$ cat config.mk
export PLATFORM = sky130hd
export DESIGN_NAME = telnet_option_negotiator
export DESIGN_NICKNAME = d
export VERILOG_FILES = /design/src/hdl/ton_pkg.sv /design/src/hdl/ton_front.sv /design/src/hdl/ton_queue.sv /design/src/hdl/ton_back.sv /design/src/hdl/telnet_option_negotiator.sv
export SDC_FILE = /design/constraint.sdc
export NUM_CORES = 1
export LEC_CHECK = 0
export ABC_AREA = 0
export ABC_CLOCK_PERIOD_IN_PS = 4300
export BUFFER_PORTS_ARGS = -buffer_cell sky130_fd_sc_hd__buf_4
export CAP_MARGIN = 20
export CORE_UTILIZATION = 61
export CTS_BUF_LIST = sky130_fd_sc_hd__clkbuf_16
export DETAILED_ROUTE_END_ITERATION = 8
export PLACE_DENSITY = 0.81
export SLEW_MARGIN = 20
export SYNTH_ARGS = -nofsm -noshare
export SYNTH_HDL_FRONTEND = slang
export SYNTH_SLANG_ARGS = --single-unit
export TNS_END_PERCENT = 20
$ cat constraint.sdc
create_clock -name clk_i -period 4.3 [get_ports clk_i]
set_input_delay 0.43 -clock clk_i [delete_from_list [all_inputs] [get_ports clk_i]]
set_output_delay 0.43 -clock clk_i [all_outputs]
set_load 0.005 [all_outputs]
$ cat src/hdl/ton_pkg.sv
// ----------------------------------------------------------------------------
// Telnet option negotiator package
// Byte codes, option numbers, request and job types shared by the design.
// ----------------------------------------------------------------------------
package ton_pkg;

  localparam logic [7:0] IAC  = 8'd255;
  localparam logic [7:0] DONT = 8'd254;
  localparam logic [7:0] DO   = 8'd253;
  localparam logic [7:0] WONT = 8'd252;
  localparam logic [7:0] WILL = 8'd251;
  localparam logic [7:0] SB   = 8'd250;
  localparam logic [7:0] SE   = 8'd240;

  localparam logic [7:0] OPTION_BINARY = 8'd0;
  localparam logic [7:0] OPTION_ECHO   = 8'd1;
  localparam logic [7:0] OPTION_SGA    = 8'd3;
  localparam logic [7:0] OPTION_TTYPE  = 8'd24;
  localparam logic [7:0] OPTION_NAWS   = 8'd31;

  localparam logic [7:0] TERMTYPE_IS   = 8'd0;
  localparam logic [7:0] TERMTYPE_SEND = 8'd1;

  localparam logic [31:0] ANSI_NAME = 32'h4953_4E41;
  localparam int          NAME_BYTES = 8;

  localparam logic [15:0] COLUMNS_MIN   = 16'd20;
  localparam logic [15:0] ROWS_MIN      = 16'd5;
  localparam logic [15:0] COLUMNS_RESET = 16'd80;
  localparam logic [15:0] ROWS_RESET    = 16'd24;
  localparam logic [63:0] NAME_RESET    = 64'd1230196289;
  localparam logic [3:0]  NAME_LEN_RESET = 4'd4;

  localparam int QUEUE_DEPTH = 4;
  localparam int QPTR_W      = $clog2(QUEUE_DEPTH);

  typedef enum logic [2:0] {
    PS_DATA,
    PS_IAC,
    PS_NEG,
    PS_SUBOPT,
    PS_SUBDATA,
    PS_SUBIAC
  } parse_state_e;

  typedef enum logic [1:0] {
    VERB_WILL,
    VERB_WONT,
    VERB_DO,
    VERB_DONT
  } verb_e;

  typedef enum logic [1:0] {
    JOB_DISPLAY,
    JOB_CMD,
    JOB_NAWS,
    JOB_TTYPE
  } job_kind_e;

  typedef enum logic [3:0] {
    REG_COLUMNS,
    REG_ROWS,
    REG_NAME,
    REG_NAME_LEN
  } cfg_reg_e;

  typedef struct packed {
    job_kind_e   kind;
    logic [7:0]  byte_a;
    logic [7:0]  option;
    logic        echo;
  } job_t;

  typedef struct packed {
    logic        push;
    job_t        job;
  } queue_wr_t;

  typedef struct packed {
    logic        empty;
    logic        full;
    job_t        head;
  } queue_rd_t;

  typedef struct packed {
    logic [15:0] columns;
    logic [15:0] rows;
    logic [63:0] name;
    logic [3:0]  name_len;
  } term_cfg_t;

  function automatic logic is_blank(input logic [7:0] c);
    return (c >= 8'd9 && c <= 8'd13) || c == 8'd32 || c == 8'd133 || c == 8'd160;
  endfunction

endpackage

$ cat src/hdl/ton_front.sv
// ----------------------------------------------------------------------------
// Telnet option negotiator front end
// Parses rx bytes one per cycle unless stalled; queues display and reply jobs.
// ----------------------------------------------------------------------------
module ton_front (
  input  logic              clk_i,
  input  logic              rst_ni,
  input  logic              in_valid_i,
  output logic              in_stall_o,
  input  logic [7:0]        rx_byte_i,
  input  logic              q_full_i,
  output ton_pkg::queue_wr_t q_wr_o
);
  import ton_pkg::*;

  parse_state_e state_q, state_d;
  verb_e        verb_q, verb_d;
  logic [7:0]   sub_option_q, sub_option_d;
  logic [7:0]   sub_first_q, sub_first_d;
  logic         sub_has_q, sub_has_d;
  logic         echo_q, echo_d;
  logic         accept;
  logic [7:0]   verb_off;

  assign in_stall_o = q_full_i;
  assign accept     = in_valid_i && !q_full_i;
  assign verb_off   = rx_byte_i - WILL;

  always_ff @(posedge clk_i or negedge rst_ni) begin
    if (!rst_ni) begin
      state_q      <= PS_DATA;
      verb_q       <= VERB_WILL;
      sub_option_q <= '0;
      sub_first_q  <= '0;
      sub_has_q    <= 1'b0;
      echo_q       <= 1'b0;
    end else begin
      state_q      <= state_d;
      verb_q       <= verb_d;
      sub_option_q <= sub_option_d;
      sub_first_q  <= sub_first_d;
      sub_has_q    <= sub_has_d;
      echo_q       <= echo_d;
    end
  end

  always_comb begin
    state_d           = state_q;
    verb_d            = verb_q;
    sub_option_d      = sub_option_q;
    sub_first_d       = sub_first_q;
    sub_has_d         = sub_has_q;
    echo_d            = echo_q;
    q_wr_o.push       = 1'b0;
    q_wr_o.job.kind   = JOB_DISPLAY;
    q_wr_o.job.byte_a = rx_byte_i;
    q_wr_o.job.option = rx_byte_i;
    if (accept) begin
      case (state_q)
        PS_IAC: begin
          if (rx_byte_i == IAC) begin
            q_wr_o.push = 1'b1;
            state_d     = PS_DATA;
          end else if (rx_byte_i inside {WILL, WONT, DO, DONT}) begin
            verb_d  = verb_e'(verb_off[1:0]);
            state_d = PS_NEG;
          end else if (rx_byte_i == SB) begin
            state_d = PS_SUBOPT;
          end else begin
            state_d = PS_DATA;
          end
        end
        PS_NEG: begin
          q_wr_o.push     = 1'b1;
          q_wr_o.job.kind = JOB_CMD;
          case (verb_q)
            VERB_WILL: begin
              if (rx_byte_i inside {OPTION_BINARY, OPTION_SGA}) begin
                q_wr_o.job.byte_a = DO;
              end else if (rx_byte_i == OPTION_ECHO) begin
                echo_d            = 1'b1;
                q_wr_o.job.byte_a = DO;
              end else begin
                q_wr_o.job.byte_a = DONT;
              end
            end
            VERB_WONT: begin
              if (rx_byte_i == OPTION_ECHO) begin
                echo_d = 1'b0;
              end
              q_wr_o.job.byte_a = DONT;
            end
            VERB_DO: begin
              if (rx_byte_i inside {OPTION_BINARY, OPTION_SGA, OPTION_TTYPE}) begin
                q_wr_o.job.byte_a = WILL;
              end else if (rx_byte_i == OPTION_NAWS) begin
                q_wr_o.job.kind   = JOB_NAWS;
                q_wr_o.job.byte_a = WILL;
              end else begin
                q_wr_o.job.byte_a = WONT;
              end
            end
            default: begin
              q_wr_o.job.byte_a = WONT;
            end
          endcase
          state_d = PS_DATA;
        end
        PS_SUBOPT: begin
          sub_option_d = rx_byte_i;
          sub_has_d    = 1'b0;
          sub_first_d  = '0;
          state_d      = PS_SUBDATA;
        end
        PS_SUBDATA: begin
          if (rx_byte_i == IAC) begin
            state_d = PS_SUBIAC;
          end else if (!sub_has_q) begin
            sub_first_d = rx_byte_i;
            sub_has_d   = 1'b1;
          end
        end
        PS_SUBIAC: begin
          if (rx_byte_i == SE) begin
            if (sub_option_q == OPTION_TTYPE && sub_has_q &&
                sub_first_q == TERMTYPE_SEND) begin
              q_wr_o.push     = 1'b1;
              q_wr_o.job.kind = JOB_TTYPE;
            end
            sub_has_d   = 1'b0;
            sub_first_d = '0;
            state_d     = PS_DATA;
          end else begin
            if (rx_byte_i == IAC && !sub_has_q) begin
              sub_first_d = IAC;
              sub_has_d   = 1'b1;
            end
            state_d = PS_SUBDATA;
          end
        end
        default: begin
          if (rx_byte_i == IAC) begin
            state_d = PS_IAC;
          end else begin
            q_wr_o.push = 1'b1;
          end
        end
      endcase
    end
    q_wr_o.job.echo = echo_d;
  end

endmodule

$ cat src/hdl/ton_queue.sv
// ----------------------------------------------------------------------------
// Telnet option negotiator job queue
// Short first-in first-out buffer between the parser and the reply sequencer.
// ----------------------------------------------------------------------------
module ton_queue (
  input  logic               clk_i,
  input  logic               rst_ni,
  input  ton_pkg::queue_wr_t wr_i,
  input  logic               pop_i,
  output ton_pkg::queue_rd_t rd_o
);
  import ton_pkg::*;

  job_t              mem_q [QUEUE_DEPTH];
  logic [QPTR_W-1:0] wr_ptr_q, rd_ptr_q;
  logic [QPTR_W:0]   count_q;
  logic              do_push, do_pop;

  assign rd_o.empty = (count_q == '0);
  assign rd_o.full  = (count_q == (QPTR_W+1)'(QUEUE_DEPTH));
  assign rd_o.head  = mem_q[rd_ptr_q];
  assign do_push    = wr_i.push && !rd_o.full;
  assign do_pop     = pop_i && !rd_o.empty;

  always_ff @(posedge clk_i or negedge rst_ni) begin
    if (!rst_ni) begin
      wr_ptr_q <= '0;
      rd_ptr_q <= '0;
      count_q  <= '0;
    end else begin
      if (do_push) begin
        wr_ptr_q <= wr_ptr_q + 1'b1;
      end
      if (do_pop) begin
        rd_ptr_q <= rd_ptr_q + 1'b1;
      end
      if (do_push && !do_pop) begin
        count_q <= count_q + 1'b1;
      end else if (do_pop && !do_push) begin
        count_q <= count_q - 1'b1;
      end
    end
  end

  always_ff @(posedge clk_i) begin
    if (do_push) begin
      mem_q[wr_ptr_q] <= wr_i.job;
    end
  end

endmodule

$ cat src/hdl/ton_back.sv
// ----------------------------------------------------------------------------
// Telnet option negotiator back end
// Expands queued jobs into registered bytes, one per cycle unless stalled.
// ----------------------------------------------------------------------------
module ton_back #(
  parameter int TermChars = 8
) (
  input  logic               clk_i,
  input  logic               rst_ni,
  input  ton_pkg::queue_rd_t q_rd_i,
  output logic               q_pop_o,
  input  ton_pkg::term_cfg_t cfg_i,
  output logic               out_valid_o,
  input  logic               out_stall_i,
  output logic               kind_o,
  output logic [7:0]         out_byte_o,
  output logic               last_o,
  output logic               remote_echo_o
);
  import ton_pkg::*;

  logic [3:0] pos_q, pos_d;
  logic [3:0] ci_q, ci_d;
  logic       dup_q, dup_d;
  logic       out_valid_q;
  logic       kind_q, last_q, echo_q;
  logic [7:0] byte_q;

  logic [3:0]            len;
  logic [NAME_BYTES-1:0] keep;
  logic [3:0]            first_idx, end_idx;
  logic                  name_empty;
  logic [3:0]            body_start, body_stop;
  logic [7:0]            body_byte;

  logic       adv;
  logic [7:0] cur_byte;
  logic       cur_esc, cur_final, cur_kind;
  logic       dup_needed, is_last;
  job_t       job;

  assign job = q_rd_i.head;

  always_comb begin
    len        = (cfg_i.name_len > 4'(TermChars)) ? 4'(TermChars) : cfg_i.name_len;
    first_idx  = '0;
    end_idx    = '0;
    for (int i = 0; i < NAME_BYTES; i++) begin
      keep[i] = (4'(i) < len) && !is_blank(cfg_i.name[8*i +: 8]);
    end
    for (int i = NAME_BYTES - 1; i >= 0; i--) begin
      if (keep[i]) begin
        first_idx = 4'(i);
      end
    end
    for (int i = 0; i < NAME_BYTES; i++) begin
      if (keep[i]) begin
        end_idx = 4'(i + 1);
      end
    end
    name_empty = (keep == '0);
    body_start = name_empty ? 4'd0 : first_idx;
    body_stop  = name_empty ? 4'd4 : end_idx;
    body_byte  = name_empty ? ANSI_NAME[8*ci_q[1:0] +: 8] : cfg_i.name[8*ci_q[2:0] +: 8];
  end

  always_comb begin
    cur_byte  = SE;
    cur_esc   = 1'b0;
    cur_final = 1'b0;
    cur_kind  = 1'b1;
    case (job.kind)
      JOB_DISPLAY: begin
        cur_byte  = job.byte_a;
        cur_final = 1'b1;
        cur_kind  = 1'b0;
      end
      JOB_CMD: begin
        case (pos_q)
          4'd0:    cur_byte = IAC;
          4'd1:    cur_byte = job.byte_a;
          default: cur_byte = job.option;
        endcase
        cur_final = (pos_q == 4'd2);
      end
      JOB_NAWS: begin
        case (pos_q)
          4'd0:    cur_byte = IAC;
          4'd1:    cur_byte = WILL;
          4'd2:    cur_byte = OPTION_NAWS;
          4'd3:    cur_byte = IAC;
          4'd4:    cur_byte = SB;
          4'd5:    cur_byte = OPTION_NAWS;
          4'd6:    cur_byte = cfg_i.columns[15:8];
          4'd7:    cur_byte = cfg_i.columns[7:0];
          4'd8:    cur_byte = cfg_i.rows[15:8];
          4'd9:    cur_byte = cfg_i.rows[7:0];
          4'd10:   cur_byte = IAC;
          default: cur_byte = SE;
        endcase
        cur_esc   = (pos_q >= 4'd6 && pos_q <= 4'd9);
        cur_final = (pos_q == 4'd11);
      end
      default: begin
        case (pos_q)
          4'd0:    cur_byte = IAC;
          4'd1:    cur_byte = SB;
          4'd2:    cur_byte = OPTION_TTYPE;
          4'd3:    cur_byte = TERMTYPE_IS;
          4'd4:    cur_byte = body_byte;
          4'd5:    cur_byte = IAC;
          default: cur_byte = SE;
        endcase
        cur_esc   = (pos_q == 4'd4) && !name_empty;
        cur_final = (pos_q == 4'd6);
      end
    endcase
  end

  assign adv        = !q_rd_i.empty && (!out_valid_q || !out_stall_i);
  assign dup_needed = cur_esc && (cur_byte == IAC) && !dup_q;
  assign is_last    = cur_final && !dup_needed;
  assign q_pop_o    = adv && is_last;

  always_comb begin
    pos_d = pos_q;
    ci_d  = ci_q;
    dup_d = dup_q;
    if (adv) begin
      if (is_last) begin
        pos_d = '0;
        dup_d = 1'b0;
      end else if (dup_needed) begin
        dup_d = 1'b1;
      end else begin
        dup_d = 1'b0;
        if (job.kind == JOB_TTYPE && pos_q == 4'd4) begin
          if (ci_q + 4'd1 == body_stop) begin
            pos_d = 4'd5;
          end else begin
            ci_d = ci_q + 4'd1;
          end
        end else begin
          pos_d = pos_q + 4'd1;
          if (pos_q == 4'd3) begin
            ci_d = body_start;
          end
        end
      end
    end
  end

  always_ff @(posedge clk_i or negedge rst_ni) begin
    if (!rst_ni) begin
      pos_q       <= '0;
      ci_q        <= '0;
      dup_q       <= 1'b0;
      out_valid_q <= 1'b0;
    end else begin
      pos_q <= pos_d;
      ci_q  <= ci_d;
      dup_q <= dup_d;
      if (adv) begin
        out_valid_q <= 1'b1;
      end else if (!out_stall_i) begin
        out_valid_q <= 1'b0;
      end
    end
  end

  always_ff @(posedge clk_i) begin
    if (adv) begin
      kind_q <= cur_kind;
      byte_q <= cur_byte;
      last_q <= is_last;
      echo_q <= job.echo;
    end
  end

  assign out_valid_o   = out_valid_q;
  assign kind_o        = kind_q;
  assign out_byte_o    = byte_q;
  assign last_o        = last_q;
  assign remote_echo_o = echo_q;

endmodule

$ cat src/hdl/telnet_option_negotiator.sv
// ----------------------------------------------------------------------------
// Telnet option negotiator
// Receive-side Telnet parser with fixed option replies, window size and
// terminal type subnegotiation.
// ----------------------------------------------------------------------------
// Channel   Direction  Handshake               Payload
// in        input      in_valid_i / in_stall_o   rx_byte_i
// out       output     out_valid_o / out_stall_i kind_o, out_byte_o, last_o,
//                                                remote_echo_o
// cfg       input      cfg_valid_i / cfg_ready_o cfg_index_i, cfg_data_i
//
// The parser takes one received byte per cycle while the four-entry job
// queue has room. The reply sequencer emits one result byte per cycle
// while out_stall_i is low: one per display byte, 3 per option reply,
// up to 16 for a window size report and up to 22 for a terminal type
// reply. Bytes of the job at the queue head are registered in the output
// register. Reset is immediate; no clearing pass. A held out_stall_i
// freezes the output register, the queue then fills and in_stall_o rises.
// ----------------------------------------------------------------------------
module telnet_option_negotiator #(
  parameter int TermChars = 8
) (
  input  logic        clk_i,
  input  logic        rst_ni,
  input  logic        in_valid_i,
  output logic        in_stall_o,
  input  logic [7:0]  rx_byte_i,
  output logic        out_valid_o,
  input  logic        out_stall_i,
  output logic        kind_o,
  output logic [7:0]  out_byte_o,
  output logic        last_o,
  output logic        remote_echo_o,
  input  logic        cfg_valid_i,
  output logic        cfg_ready_o,
  input  logic [3:0]  cfg_index_i,
  input  logic [63:0] cfg_data_i
);
  import ton_pkg::*;

  term_cfg_t cfg_q;
  queue_wr_t q_wr;
  queue_rd_t q_rd;
  logic      q_pop;

  assign cfg_ready_o = 1'b1;

  always_ff @(posedge clk_i or negedge rst_ni) begin
    if (!rst_ni) begin
      cfg_q.columns  <= COLUMNS_RESET;
      cfg_q.rows     <= ROWS_RESET;
      cfg_q.name     <= NAME_RESET;
      cfg_q.name_len <= NAME_LEN_RESET;
    end else if (cfg_valid_i && cfg_ready_o) begin
      case (cfg_index_i)
        REG_COLUMNS: begin
          cfg_q.columns <= (cfg_data_i[15:0] < COLUMNS_MIN) ? COLUMNS_MIN : cfg_data_i[15:0];
        end
        REG_ROWS: begin
          cfg_q.rows <= (cfg_data_i[15:0] < ROWS_MIN) ? ROWS_MIN : cfg_data_i[15:0];
        end
        REG_NAME: begin
          cfg_q.name <= cfg_data_i;
        end
        REG_NAME_LEN: begin
          cfg_q.name_len <= cfg_data_i[3:0];
        end
        default: begin
        end
      endcase
    end
  end

  ton_front u_front (
    .clk_i      (clk_i),
    .rst_ni     (rst_ni),
    .in_valid_i (in_valid_i),
    .in_stall_o (in_stall_o),
    .rx_byte_i  (rx_byte_i),
    .q_full_i   (q_rd.full),
    .q_wr_o     (q_wr)
  );

  ton_queue u_queue (
    .clk_i  (clk_i),
    .rst_ni (rst_ni),
    .wr_i   (q_wr),
    .pop_i  (q_pop),
    .rd_o   (q_rd)
  );

  ton_back #(
    .TermChars (TermChars)
  ) u_back (
    .clk_i         (clk_i),
    .rst_ni        (rst_ni),
    .q_rd_i        (q_rd),
    .q_pop_o       (q_pop),
    .cfg_i         (cfg_q),
    .out_valid_o   (out_valid_o),
    .out_stall_i   (out_stall_i),
    .kind_o        (kind_o),
    .out_byte_o    (out_byte_o),
    .last_o        (last_o),
    .remote_echo_o (remote_echo_o)
  );

endmodule

==> results.txt, run 1 <==
The run finished with clean final reports. The iteration count of the initial detailed-routing pass came out at 7. The final-report max-slew violation count is 0. The pin count of the biggest net entering global routing came out at between 70 and 80.

The final setup skew came out at between 10 and 15 ps. The number of nets in the layout is 1,193. The region available for standard cell placement spans 18,800 sq um. At the worst endpoint, the arrival time is about 4500 ps.

The antenna cell count is 0. The worst setup path is captured at a flop. In this run the power density over the cells is ~600 nW/um^2. In the final layout, the share of cells above drive strength 1 is around 29%.

The sequential area share after synthesis is between 50% and 60%. The highest ir drop seen on vdd is roughly 380 uV. The DRC violation count after routing is 0. The critical path is of the reg2reg type. After detailed routing, the average wire length per cell comes to around 21 um. The signed area change from the synthesized netlist to the final layout is 15.0%. The first global-routing pass estimated between 40,000 and 50,000 um of wire.

Setup violations remaining at the end of the flow were counted as 0. Leaving out fill and tap cells, the most frequent cells in the layout are sky130_fd_sc_hd__buf_4, sky130_fd_sc_hd__dfrtp_1, sky130_fd_sc_hd__mux2_2. The shortest period the worst path allows is ~4100 ps. The final wirelength is 29,200 um. The synthesized netlist net count came out at between 1,000 and 1,500.

After global routing, the most crowded layer is met2. Measured in cells, the most critical reg-to-reg path has a length of 16. The instance count after placement with tap cells included came out at ~1,300. The final sum of negative setup slack came out at 0 ps. The number of antenna violations at the first check in global routing came to 0. The area of the die came out at between 15,000 and 20,000 sq um.

The cell chosen for the clock root is sky130_fd_sc_hd__clkbuf_16. The cell area after synthesis is roughly 12,000 sq um. The worst register-to-register path ends at u_queue.count_q[1].

Global routing consumed, on the met2 layer, 47.4% of the routing resources. The via count came out at approximately 8,800. In this run the tool buffered the top-level ports with 93 buffer cells. The share of flip-flops with an asynchronous set or reset after synthesis came out at between 60% and 70%. TritonCTS built the clock tree. The placed wire-length estimate after detailed placement came out at about 21,000 um. The register area came out at between 6000 and 7000 sq um. The most used flip-flop cell after synthesis is sky130_fd_sc_hd__dfrtp_1. The proportion of netlist area held by the largest area contributor came out at around 26%. The layout has 1,288 filler cells. The worst-case headroom to the max-slew limit is 33.0%.

The highest fanout seen on the critical path is 8. The initial standard-cell utilization of the core is 62.8%. Yosys mapped a number of flops with a built-in enable equal to 87.

Data on the critical path is required at its endpoint by roughly 4700 ps. The overall fraction of global-route tracks in use is 30.2%. The number of routed nets with antenna violations came out at 0. sky130_fd_sc_hd__dfrtp_1 takes more of the synthesized area than any other cell. The met3 layer usage reported by global route came out at 4.69%.

Setup repair after global routing left no endpoint under its margin. The library cell used most frequently in the layout, excluding fill and tap cells, is sky130_fd_sc_hd__buf_4. The static leakage came out at about 5.4 nW. The origin of the worst setup path is u_back.pos_q[1]. The number of clock buffers added by TritonCTS is 24. The die extent in x came out at 141 um. The mean instance size in the synthesized netlist is 11.9 sq um. After global routing the overflow that remains totals 0. Routability-driven placement finished with a final weighted congestion of roughly 0.94.

For this block, the initial DRC count from the detailed router was just under 800. The number of hold-slack violations in the final timing report is 0. The worst register-to-register path begins at u_back.pos_q[1]. The most critical setup path has its endpoint at u_queue.count_q[1]. Using the TritonRoute via totals, the vias-per-cell ratio works out to roughly 6.4. Clock latency on the worst-skew pair, taken at its later pin, is 520 ps.

The count of different cell masters after synthesis is about 90. In the global route stage, met1 resource usage came out at a little over two fifths. CTS built an H-tree with a depth of 1. The sink count of the clock tree came out at 227. The worst reg-to-reg setup slack came out at 230 ps. The startpoint type of the worst setup path is a flop.

The number of max-cap violations is 0. The area occupied by multi-input gates came out at around 5400 sq um. Synthesis produced roughly 990 cells. The number of placement rows came out at 50. The number of I/O pins is between 90 and 100. Yosys attributes the largest share of cell area to sky130_fd_sc_hd__dfrtp_1, sky130_fd_sc_hd__edfxtp_1, sky130_fd_sc_hd__mux2_2. The largest buffer count on any clock path came out at 3. For the pin with the worst max-slew slack, the measured transition is roughly 1000 ps.

The via count of the first global-routing pass came out at 8,557. The die boundary height is approximately 140 um. The number of warning messages in the yosys log came out at 0.

The register clock-pin slew on the reported worst setup and hold paths came out at about 60 ps. At the end of the flow the core is filled with cells to 72.2%. Synthesis inferred around 230 register bits. The min-delay analysis places its worst path in the category in2reg.

The timing-limited maximum frequency came out at roughly 0.25 GHz. For this run, the number of standard cells in the final layout without fillers is 1,371. The final critical-path share of the clock period came out at between 90% and 100%.
## critical path, stage by stage, from the launching register on
cell and delay (ps):
sky130_fd_sc_hd__dfrtp_1 430, sky130_fd_sc_hd__inv_1 140, sky130_fd_sc_hd__ha_1 340, sky130_fd_sc_hd__or4b_1 560, sky130_fd_sc_hd__and2_1 260, sky130_fd_sc_hd__o32a_1 210, sky130_fd_sc_hd__o21ai_0 230, sky130_fd_sc_hd__a41oi_1 90
sky130_fd_sc_hd__a211oi_1 190, sky130_fd_sc_hd__buf_4 160, sky130_fd_sc_hd__nor3_4 50, sky130_fd_sc_hd__a31oi_4 170, sky130_fd_sc_hd__nand2_1 130, sky130_fd_sc_hd__ha_1 250, sky130_fd_sc_hd__inv_1 100, sky130_fd_sc_hd__fa_1 390
sky130_fd_sc_hd__mux2_2 270
## final cells by class
type                            instances  share of cell area, %
Timing Repair Buffer                  126                   7.00
Sequential cell                       227                   45.1
Tap cell                              260                   2.39
Multi-Input combinational cell        686                   39.6
Inverter                               28                  0.773
Clock buffer                           25                   4.60
Clock inverter                         19                  0.534
## logic make-up (layout without fill, tap and decap cells)
family                   count (synthesis)  count (layout)  share of synthesized area (%)
other                                    1               1                         0.0317
flip-flops                             227             227                           51.9
AO/OA/AOI/OAI                          238             238                           14.2
XOR/XNOR                                 8               8                          0.593
multiplexers                           144             144                           16.6
adder cells (fa/ha/maj)                 20              20                           2.16
AND/OR/NAND/NOR                        275             275                           11.8
buffers and inverters                   78             198                           2.73
## power by group
part           internal, mW  switching (mW)
combinational          1.47            1.69
clock                  1.04           0.823
sequential             2.70           0.472
total                  5.21            2.99
## stage by stage
stage	cell area, sq um	setup WS, ps	hold slack [ps]	total power [mW]
finish	13600	232	116	8.19
global route	13600	12.7	135	8.59
CTS	13600	256	108	8.15
detailed placement	12900	297	466	6.27
global placement	12900	395	456	6.21
floorplan	11800	480	134	5.25
## cell usage after synthesis (4+ instances only)
master and number:
sky130_fd_sc_hd__a21o_1 4, sky130_fd_sc_hd__ha_1 18, sky130_fd_sc_hd__and2_1 8, sky130_fd_sc_hd__nand3_1 14, sky130_fd_sc_hd__nor2b_1 17, sky130_fd_sc_hd__nand2b_1 19
sky130_fd_sc_hd__o22ai_1 18, sky130_fd_sc_hd__buf_2 9, sky130_fd_sc_hd__a31oi_1 9, sky130_fd_sc_hd__nand2_1 89, sky130_fd_sc_hd__o21bai_1 4, sky130_fd_sc_hd__o211ai_1 5
sky130_fd_sc_hd__o41ai_1 4, sky130_fd_sc_hd__a211o_1 5, sky130_fd_sc_hd__o21ai_1 6, sky130_fd_sc_hd__buf_1 5, sky130_fd_sc_hd__nor2_1 62, sky130_fd_sc_hd__mux2i_1 18
sky130_fd_sc_hd__a211oi_1 9, sky130_fd_sc_hd__inv_1 28, sky130_fd_sc_hd__nand3b_1 6, sky130_fd_sc_hd__nor3_1 16, sky130_fd_sc_hd__nand4_1 6, sky130_fd_sc_hd__mux2_2 92
sky130_fd_sc_hd__or2_2 4, sky130_fd_sc_hd__nor4_1 9, sky130_fd_sc_hd__a22oi_1 13, sky130_fd_sc_hd__o21a_1 5, sky130_fd_sc_hd__edfxtp_1 87, sky130_fd_sc_hd__xnor2_1 6
sky130_fd_sc_hd__mux4_2 32, sky130_fd_sc_hd__a21oi_1 58, sky130_fd_sc_hd__o21ai_0 41, sky130_fd_sc_hd__nor3b_1 4, sky130_fd_sc_hd__o22a_1 5, sky130_fd_sc_hd__clkbuf_1 32
sky130_fd_sc_hd__dfrtp_1 122, sky130_fd_sc_hd__dfstp_2 18
## routing by layer
layer	wire [um]	share of wire, %
met1	12100	42
met2	13800	47
met3	2170	7.4
met4	1090	3.7
met5	0	0
## registers in the layout, summed over array words and instances (netlist names), 2 cells and up
name                  flops
u_queue.wr_ptr_q          2
u_queue.count_q           3
u_queue.mem_q            76
u_back.out_byte_o         8
u_back.pos_q              4
u_queue.rd_ptr_q          2
cfg_q                   100
u_front.verb_q            2
u_back.ci_q               4
u_front.sub_first_q       8
u_front.state_q           3
u_front.sub_option_q      8
## worst min-delay path by stage
stage,start,cells past startpoint,end
3_3_place_gp,cfg_q[88],2,cfg_q[88]
2_1_floorplan,rst_ni,0,cfg_q[0]
6_report,cfg_data_i[51],3,cfg_q[55]
5_1_grt,cfg_data_i[18],2,cfg_q[22]
4_1_cts,cfg_data_i[51],3,cfg_q[55]
3_5_place_dp,cfg_q[90],2,cfg_q[90]
## timing repair
item | CTS | global route
gates resized for setup | 0 | 3
hold buffers | 1 | 0
buffers inserted | 0 | 2
setup endpoints to repair | 0 | 1
hold endpoints to repair | 66 | 0
Power figures use the tool's default switching activity.
==> run 2: changes to the inputs <==
- CORE_UTILIZATION: 61 -> 25
- PLACE_DENSITY: 0.81 -> unset
==> results.txt, run 2 (synthesis results as in run 1) <==
Run status: completed (unchanged). The final-report max-slew violation count was 0 (unchanged). The cell chosen for the clock root is sky130_fd_sc_hd__clkbuf_16 (unchanged). The placed wire-length estimate after detailed placement is 23,000 um (was 20,600 um). The via count is 8,587 (was 8,763). The DRC marker count from the first detailed-route iteration is 568 (was 774). The relative contribution of combinational cells to total power came out at 37.9% (was 38.6%). The area of the core is 46,600 sq um (was 18,800 sq um).

The total power draw came to 8.42 mW (was 8.19 mW). The register containing the most flip-flops in the final layout was cfg_q (unchanged). The startpoint type of the worst setup path is a flop (unchanged). The number of nets in the layout is 1,201 (was 1,193). The classification of the worst setup path is reg2reg (unchanged).

The area of the die is 48,200 sq um (was 19,900 sq um). The met2 track demand over resource came to 21.6% (was 47.4%). The number of H-tree levels is 1 (unchanged). The initial standard-cell utilization of the core is 25.4% (was 62.8%).

The static leakage was 5.48 nW (was 5.40 nW). The antenna cell count came to 0 (unchanged). The largest buffer count on any clock path is 3 (unchanged). The iteration count of the initial detailed-routing pass was 7 (unchanged). The required time at the worst-slack endpoint is 4720 ps (was 4710 ps). The number of input and output port buffers inserted came to 93 (unchanged). The final critical-path share of the clock period is 94.0% (was 94.6%).

The worst-case headroom to the max-slew limit came out at 38.3% (was 33.0%). The number of hold-slack violations in the final timing report was 0 (unchanged). The number of placement rows came to 79 (was 50). The proportion of power drawn by flip-flops and latches is 37.6% (was 38.7%). The die extent in x came out at 219 um (was 141 um). The TritonCTS buffer count is 25 (was 24). The highest ir drop seen on vdd came out at 389 uV (was 381 uV).

The register clock-pin slew on the reported worst setup and hold paths is 60 ps (about the same). The final sum of negative setup slack is 0 ps (unchanged). The met3 layer usage reported by global route came out at 2.43% (was 4.69%).

The origin of the worst setup path is u_back.pos_q[0] (was u_back.pos_q[1]). Regs by FF count: cfg_q x100, u_queue.mem_q x76 (unchanged). The final non-filler cell total came out at 1,727 (was 1,371). The sink count of the clock tree came out at 227 (unchanged). The net switching component of the power is 3.05 mW (was 2.99 mW). The overall fraction of global-route tracks in use came out at 13.2% (was 30.2%). The final worst setup slack is 259 ps (was 232 ps).

The insertion delay to the later sink of the worst-skew pair came out at 540 ps (was 520 ps). The power share of the clock group is 24.5% (was 22.7%). The average routed wire per standard cell is 18.4 um (was 21.3 um). The category of the worst setup path capture point is a flop (unchanged). The number of routed nets with antenna violations was 0 (unchanged). The number of I/O pins is 95 (unchanged). The sum of overflow across all layers after global routing is 0 (unchanged).

Most frequent cells in the layout: sky130_fd_sc_hd__buf_4, sky130_fd_sc_hd__dfrtp_1, sky130_fd_sc_hd__mux2_2 (unchanged). The pin count of the biggest net entering global routing came to 87 (was 74). The number of max-cap violations came to 0 (unchanged).

The capturing point of the worst reg2reg path is u_queue.count_q[1] (unchanged). The signed area change from the synthesized netlist to the final layout is 19.9% (was 15.0%). The global routing usage on met1 was 17.9% (was 42.6%). The number of filler cells placed in the layout is 4,729 (was 1,288). The arrival time of the worst setup path came out at 4460 ps (was 4470 ps). The worst setup slack before clock tree synthesis is 300 ps (was 297 ps). The final weighted congestion in routability-driven placement is 0.924 (was 0.937). The final worst hold slack came out at 101 ps (was 116 ps). The transition time at the pin with the least slew margin came out at 922 ps (was 1000 ps).

The final number of setup-violating endpoints is 0 (unchanged). The internal power consumption is 5.37 mW (was 5.21 mW). The number of cells traversed by the worst register-to-register path came out at 16 (unchanged). The startpoint of the worst-slack reg-to-reg timing path is u_back.pos_q[0] (was u_back.pos_q[1]). The DRC violation count after routing is 0 (unchanged). The most common library cell in the layout ignoring fill and taps is sky130_fd_sc_hd__buf_4 (unchanged).

The final wirelength is 31,800 um (was 29,200 um). The layer with the highest usage was met2 (unchanged). The number of antenna violations at the first check in global routing is 0 (unchanged).

The timing-limited maximum frequency is 0.247 GHz (was 0.246 GHz). The instance count after placement with tap cells included is 1,675 (was 1,324). The via density per instance came out at 4.97 (was 6.39). The worst setup path endpoint was u_queue.count_q[1] (unchanged). The power density normalized to cell area came out at 594 nW/um^2 (was 603 nW/um^2). The worst reg-to-reg setup slack came to 260 ps (was 230 ps). The share of post-route cells with drive strength above 1 was 30.5% (was 29.3%). The path type of the worst min-delay path is in2reg (unchanged).

The flip-flop count of the largest register after layout came out at 100 (unchanged). The switching part of the total power was 36.3% (was 36.5%). The via count of the first global-routing pass was 8,605 (was 8,557). The die boundary height came out at 219 um (was 141 um).

The global-route wire length before repair is 49,700 um (was 46,400 um). The shortest period the worst path allows came out at 4040 ps (was 4070 ps). The highest fanout seen on the critical path came to 10 (was 8). The TritonCTS clock tree is built (unchanged).

The final setup skew is 9.81 ps (was 12.0 ps).
## run 2: changes by cell type in the layout (fill, tap and decap cells not counted), sizes merged
cell / change
buf: +7
bufinv: +2
clkinv: -2
clkinvlp: +1
inv: +1
## run 2: layout make-up
type,count,area [sq um],area share [%]
sequential,227,6140,43.3
inverter,28,105,0.742
multi-input combinational,686,5390,38.0
timing repair buffer,133,1000,7.09
tap,607,759,5.36
clock buffer,25,626,4.41
clock inverter,21,154,1.09
## run 2: power by group through the flow
stage                     sequential, mW  clock [mW]  combinational [mW]
after floorplan                     2.97           0                2.28
after global placement              3.18           0                3.13
after detailed placement            3.20           0                3.16
after CTS                           3.16        2.13                3.17
after global routing                3.22        2.22                3.49
final                               3.16        2.06                3.19
## run 2: critical path: stages, from the launching register on
cell and delay (ps):
sky130_fd_sc_hd__dfrtp_1 420, sky130_fd_sc_hd__inv_1 110, sky130_fd_sc_hd__ha_1 260, sky130_fd_sc_hd__buf_4 190, sky130_fd_sc_hd__nor3_1 260, sky130_fd_sc_hd__nor3_1 130, sky130_fd_sc_hd__o41ai_1 570, sky130_fd_sc_hd__o32ai_2 190
sky130_fd_sc_hd__nor3_1 230, sky130_fd_sc_hd__mux2i_1 100, sky130_fd_sc_hd__and4_1 250, sky130_fd_sc_hd__a31oi_4 150, sky130_fd_sc_hd__nand2_1 110, sky130_fd_sc_hd__ha_1 230, sky130_fd_sc_hd__inv_1 80, sky130_fd_sc_hd__fa_1 380
sky130_fd_sc_hd__mux2_2 260
## run 2: worst min path at each step
stage | start | endpoint | slack [ps] | depth (start not counted)
global placement | cfg_q[90] | cfg_q[90] | 450 | 2
finish | out_stall_i | u_back.out_valid_o | 100 | 3
global route | cfg_data_i[57] | cfg_q[61] | 100 | 2
floorplan | rst_ni | cfg_q[0] | 130 | 0
CTS | out_stall_i | u_back.out_valid_o | 80 | 3
detailed placement | cfg_q[90] | cfg_q[90] | 450 | 2
## run 2: per-layer routing
layer / vias up / share of wire (%)
li1: 3970 / -
met1: 4280 / 45
met2: 285 / 47
met3: 52 / 6.1
met4: 0 / 2.5
met5: - / 0
## run 2: through the flow
stage                     area (sq um)  util (%)
after floorplan                  11800         -
after global placement           13300      28.6
after detailed placement         13300      28.6
after CTS                        14100      30.3
after global routing             14200      30.4
final                            14200      30.4
## run 2: timing repair
item                                    in CTS  in global routing
endpoints found under the setup margin       0                  1
buffers inserted                             0                  5
resized for setup                            0                  5
hold buffers                                 1                  0
hold endpoints to repair                    58                  0
==> run 3: changes to the inputs <==
- PLACE_DENSITY: unset -> 0.49
==> results.txt, run 3 (synthesis results as in run 1) <==
The sink count of the clock tree came to 227 (unchanged). The share of post-route cells with drive strength above 1 is 30.4% (was 30.5%). The timing-limited maximum frequency came out at 0.251 GHz (was 0.247 GHz). The highest fanout seen on the critical path is 6 (was 10).

The wire length on met3 is 1520 um (was 1940 um). The internal power consumption came to 5.59 mW (was 5.37 mW). The placed wire-length estimate after detailed placement was 23,600 um (was 23,000 um). The classification of the worst setup path was reg2reg (unchanged). The pin count of the biggest net entering global routing came out at 91 (was 87). The relative contribution of combinational cells to total power came to 37.5% (was 37.9%). The final setup skew is 18.8 ps (was 9.81 ps). The power share of the clock group came out at 26.4% (was 24.5%). The number of antenna violations at the first check in global routing is 0 (unchanged). The final number of setup-violating endpoints is 0 (unchanged). The category of the worst setup path capture point is a flop (unchanged). The signed area change from the synthesized netlist to the final layout came to 20.7% (was 19.9%). The final-report max-slew violation count was 0 (unchanged).

The largest buffer count on any clock path came to 3 (unchanged). The static leakage was 5.50 nW (was 5.48 nW). The final weighted congestion in routability-driven placement came out at 0.880 (was 0.924). The total power draw was 8.70 mW (was 8.42 mW). The cell chosen for the clock root is sky130_fd_sc_hd__clkbuf_16 (unchanged). The global-route wire length before repair is 50,700 um (was 49,700 um). The transition time at the pin with the least slew margin is 1070 ps (was 922 ps). The DRC marker count from the first detailed-route iteration came out at 491 (was 568).

Run status: completed (unchanged). The number of hold-slack violations in the final timing report came to 0 (unchanged). The switching part of the total power came out at 35.7% (was 36.3%). The register area is 6140 sq um (unchanged). Most frequent cells in the layout: sky130_fd_sc_hd__buf_4, sky130_fd_sc_hd__dfrtp_1, sky130_fd_sc_hd__mux2_2 (unchanged). The met2 wire length is 15,500 um (was 14,800 um). The highest ir drop seen on vdd was 424 uV (was 389 uV). The highest metal layer with signal wires is met4 (unchanged). The worst-path cell with the longest stage delay is sky130_fd_sc_hd__a2111oi_1 (was sky130_fd_sc_hd__o41ai_1).

The largest stage delay on the critical path is 490 ps (was 570 ps). The number of placement rows is 79 (unchanged). Regs by FF count: cfg_q x100, u_queue.mem_q x76 (unchanged). The net switching component of the power is 3.11 mW (was 3.05 mW). The initial standard-cell utilization of the core is 25.4% (unchanged). The number of I/O pins came to 95 (unchanged).

The die boundary height came out at 219 um (unchanged). The power density normalized to cell area came to 609 nW/um^2 (was 594 nW/um^2). The final sum of negative setup slack is 0 ps (unchanged). The shortest period the worst path allows is 3990 ps (was 4040 ps). The TritonCTS buffer count came out at 26 (was 25). The DRC violation count after routing is 0 (unchanged). The via density per instance was 4.90 (was 4.97). The arrival time of the worst setup path is 4410 ps (was 4460 ps). The register containing the most flip-flops in the final layout is cfg_q (unchanged). The final instance area is 14,300 sq um (was 14,200 sq um). The required time at the worst-slack endpoint is 4730 ps (was 4720 ps). The area occupied by multi-input gates was 5380 sq um (was 5390 sq um). The sum of overflow across all layers after global routing came out at 0 (unchanged). The worst-case headroom to the max-slew limit came out at 28.3% (was 38.3%). The proportion of power drawn by flip-flops and latches came out at 36.1% (was 37.6%).

The via count is 8,467 (was 8,587). The most common library cell in the layout ignoring fill and taps is sky130_fd_sc_hd__buf_4 (unchanged). The register clock-pin slew on the reported worst setup and hold paths was 60 ps (about the same).

The overall fraction of global-route tracks in use came to 13.5% (was 13.2%). The number of routed nets with antenna violations came to 0 (unchanged). The antenna cell count came out at 0 (unchanged). The post-place instance area came out at 13,400 sq um (was 13,300 sq um). The final non-filler cell total came out at 1,727 (unchanged). The number of H-tree levels was 1 (unchanged). The die extent in x is 219 um (unchanged). The setup fix buffers added after clock tree synthesis was 0 (unchanged). The insertion delay to the later sink of the worst-skew pair came out at 540 ps (about the same). The startpoint type of the worst setup path was a flop (unchanged).

The instance count after placement with tap cells included came to 1,678 (was 1,675). The iteration count of the initial detailed-routing pass is 4 (was 7). The average routed wire per standard cell is 18.9 um (was 18.4 um). The sum of routed wire segments on met1 is 14,900 um (was 14,200 um). The final wirelength came out at 32,600 um (was 31,800 um). The library cell appearing most often on the critical path is sky130_fd_sc_hd__a21oi_2 (was sky130_fd_sc_hd__nor3_1).

The path type of the worst min-delay path was in2reg (unchanged). The TritonCTS clock tree is built (unchanged). The area of the die is 48,200 sq um (unchanged). The number of max-cap violations is 0 (unchanged).

The number of filler cells placed in the layout came to 4,716 (was 4,729). The number of nets in the layout is 1,200 (was 1,201). The number of input and output port buffers inserted is 93 (unchanged). The area of the core is 46,600 sq um (unchanged).

The via count of the first global-routing pass is 8,581 (was 8,605). Setup repair after global routing could not meet its margin everywhere. CP Cell Sequence: nand2b_1 > a2111oi_1 > a21oi_2 > a21oi_2 > nand4_1 > buf_4 > o211ai_1 > nor3_4 > a31oi_4 > nand2_1 > ha_1 > inv_1 > fa_1 > mux2_2 (was inv_1 > ha_1 > buf_4 > nor3_1 > nor3_1 > o41ai_1 > o32ai_2 > nor3_1 > mux2i_1 > and4_1 > a31oi_4 > nand2_1 > ha_1 > inv_1 > fa_1 > mux2_2). The post-layout utilization of the core is 30.7% (was 30.4%). The final critical-path share of the clock period came to 92.7% (was 94.0%).

The flip-flop count of the largest register after layout came to 100 (unchanged).
run 3: final timing paths:
| check | from | to | slack [ps] | cells after the start |
|---|---|---|---|---|
| worst max-delay path | cfg_q[46] | u_queue.count_q[1] | 310 | 14 |
| worst min-delay path | cfg_data_i[51] | cfg_q[55] | 100 | 3 |
| worst max register to register | cfg_q[46] | u_queue.count_q[1] | 310 | 14 |
| worst min register to register | cfg_q[88] | cfg_q[88] | 470 | 2 |
| max in group asynchronous | rst_ni | u_front.sub_option_q[5] | 2730 | 3 |
| min in group asynchronous | rst_ni | cfg_q[6] | 530 | 2 |
run 3: layer usage:
metal  GRT usage [%]  up-vias
li1                -     3976
met1            18.4     4218
met2            22.6      224
met3            2.13       49
met4            3.03        0
met5               0        -
run 3: final cells by class:
class / count / share of cell area (%)
Clock buffer: 27 / 4.73
Clock inverter: 21 / 1.47
Inverter: 28 / 0.736
Multi-Input combinational cell: 686 / 37.7
Sequential cell: 227 / 43.0
Tap cell: 607 / 5.32
Timing Repair Buffer: 131 / 7.02
run 3: per-stage QoR:
step / hold slack (ps) / worst slack (ps)
floorplan: 134 / 480
global placement: 452 / 303
detailed placement: 457 / 270
CTS: 80.3 / 286
global route: 89.3 / -8.15
finish: 102 / 314
run 3: critical path: cells and delay by family, from the launching register on:
kind,cells,cell delay (ps)
AO/OA/AOI/OAI,5,1590
adder cells (fa/ha/maj),2,620
buffers and inverters,2,330
flip-flops,1,420
multiplexers,1,260
AND/OR/NAND/NOR,4,660
run 3: what timing repair did:
item                                    in CTS  in global routing
gates resized for setup                      0                  3
endpoints found under the setup margin       0                  2
hold buffers                                 1                  0
hold endpoints to repair                     3                  0
run 3: power by group through the flow:
stage	Sequential [mW]	Combinational (mW)	Clock (mW)
after floorplan	2.97	2.28	0
after global placement	3.18	3.25	0
after detailed placement	3.18	3.25	0
after CTS	3.15	3.27	2.37
after global routing	3.21	3.58	2.46
final	3.14	3.26	2.30
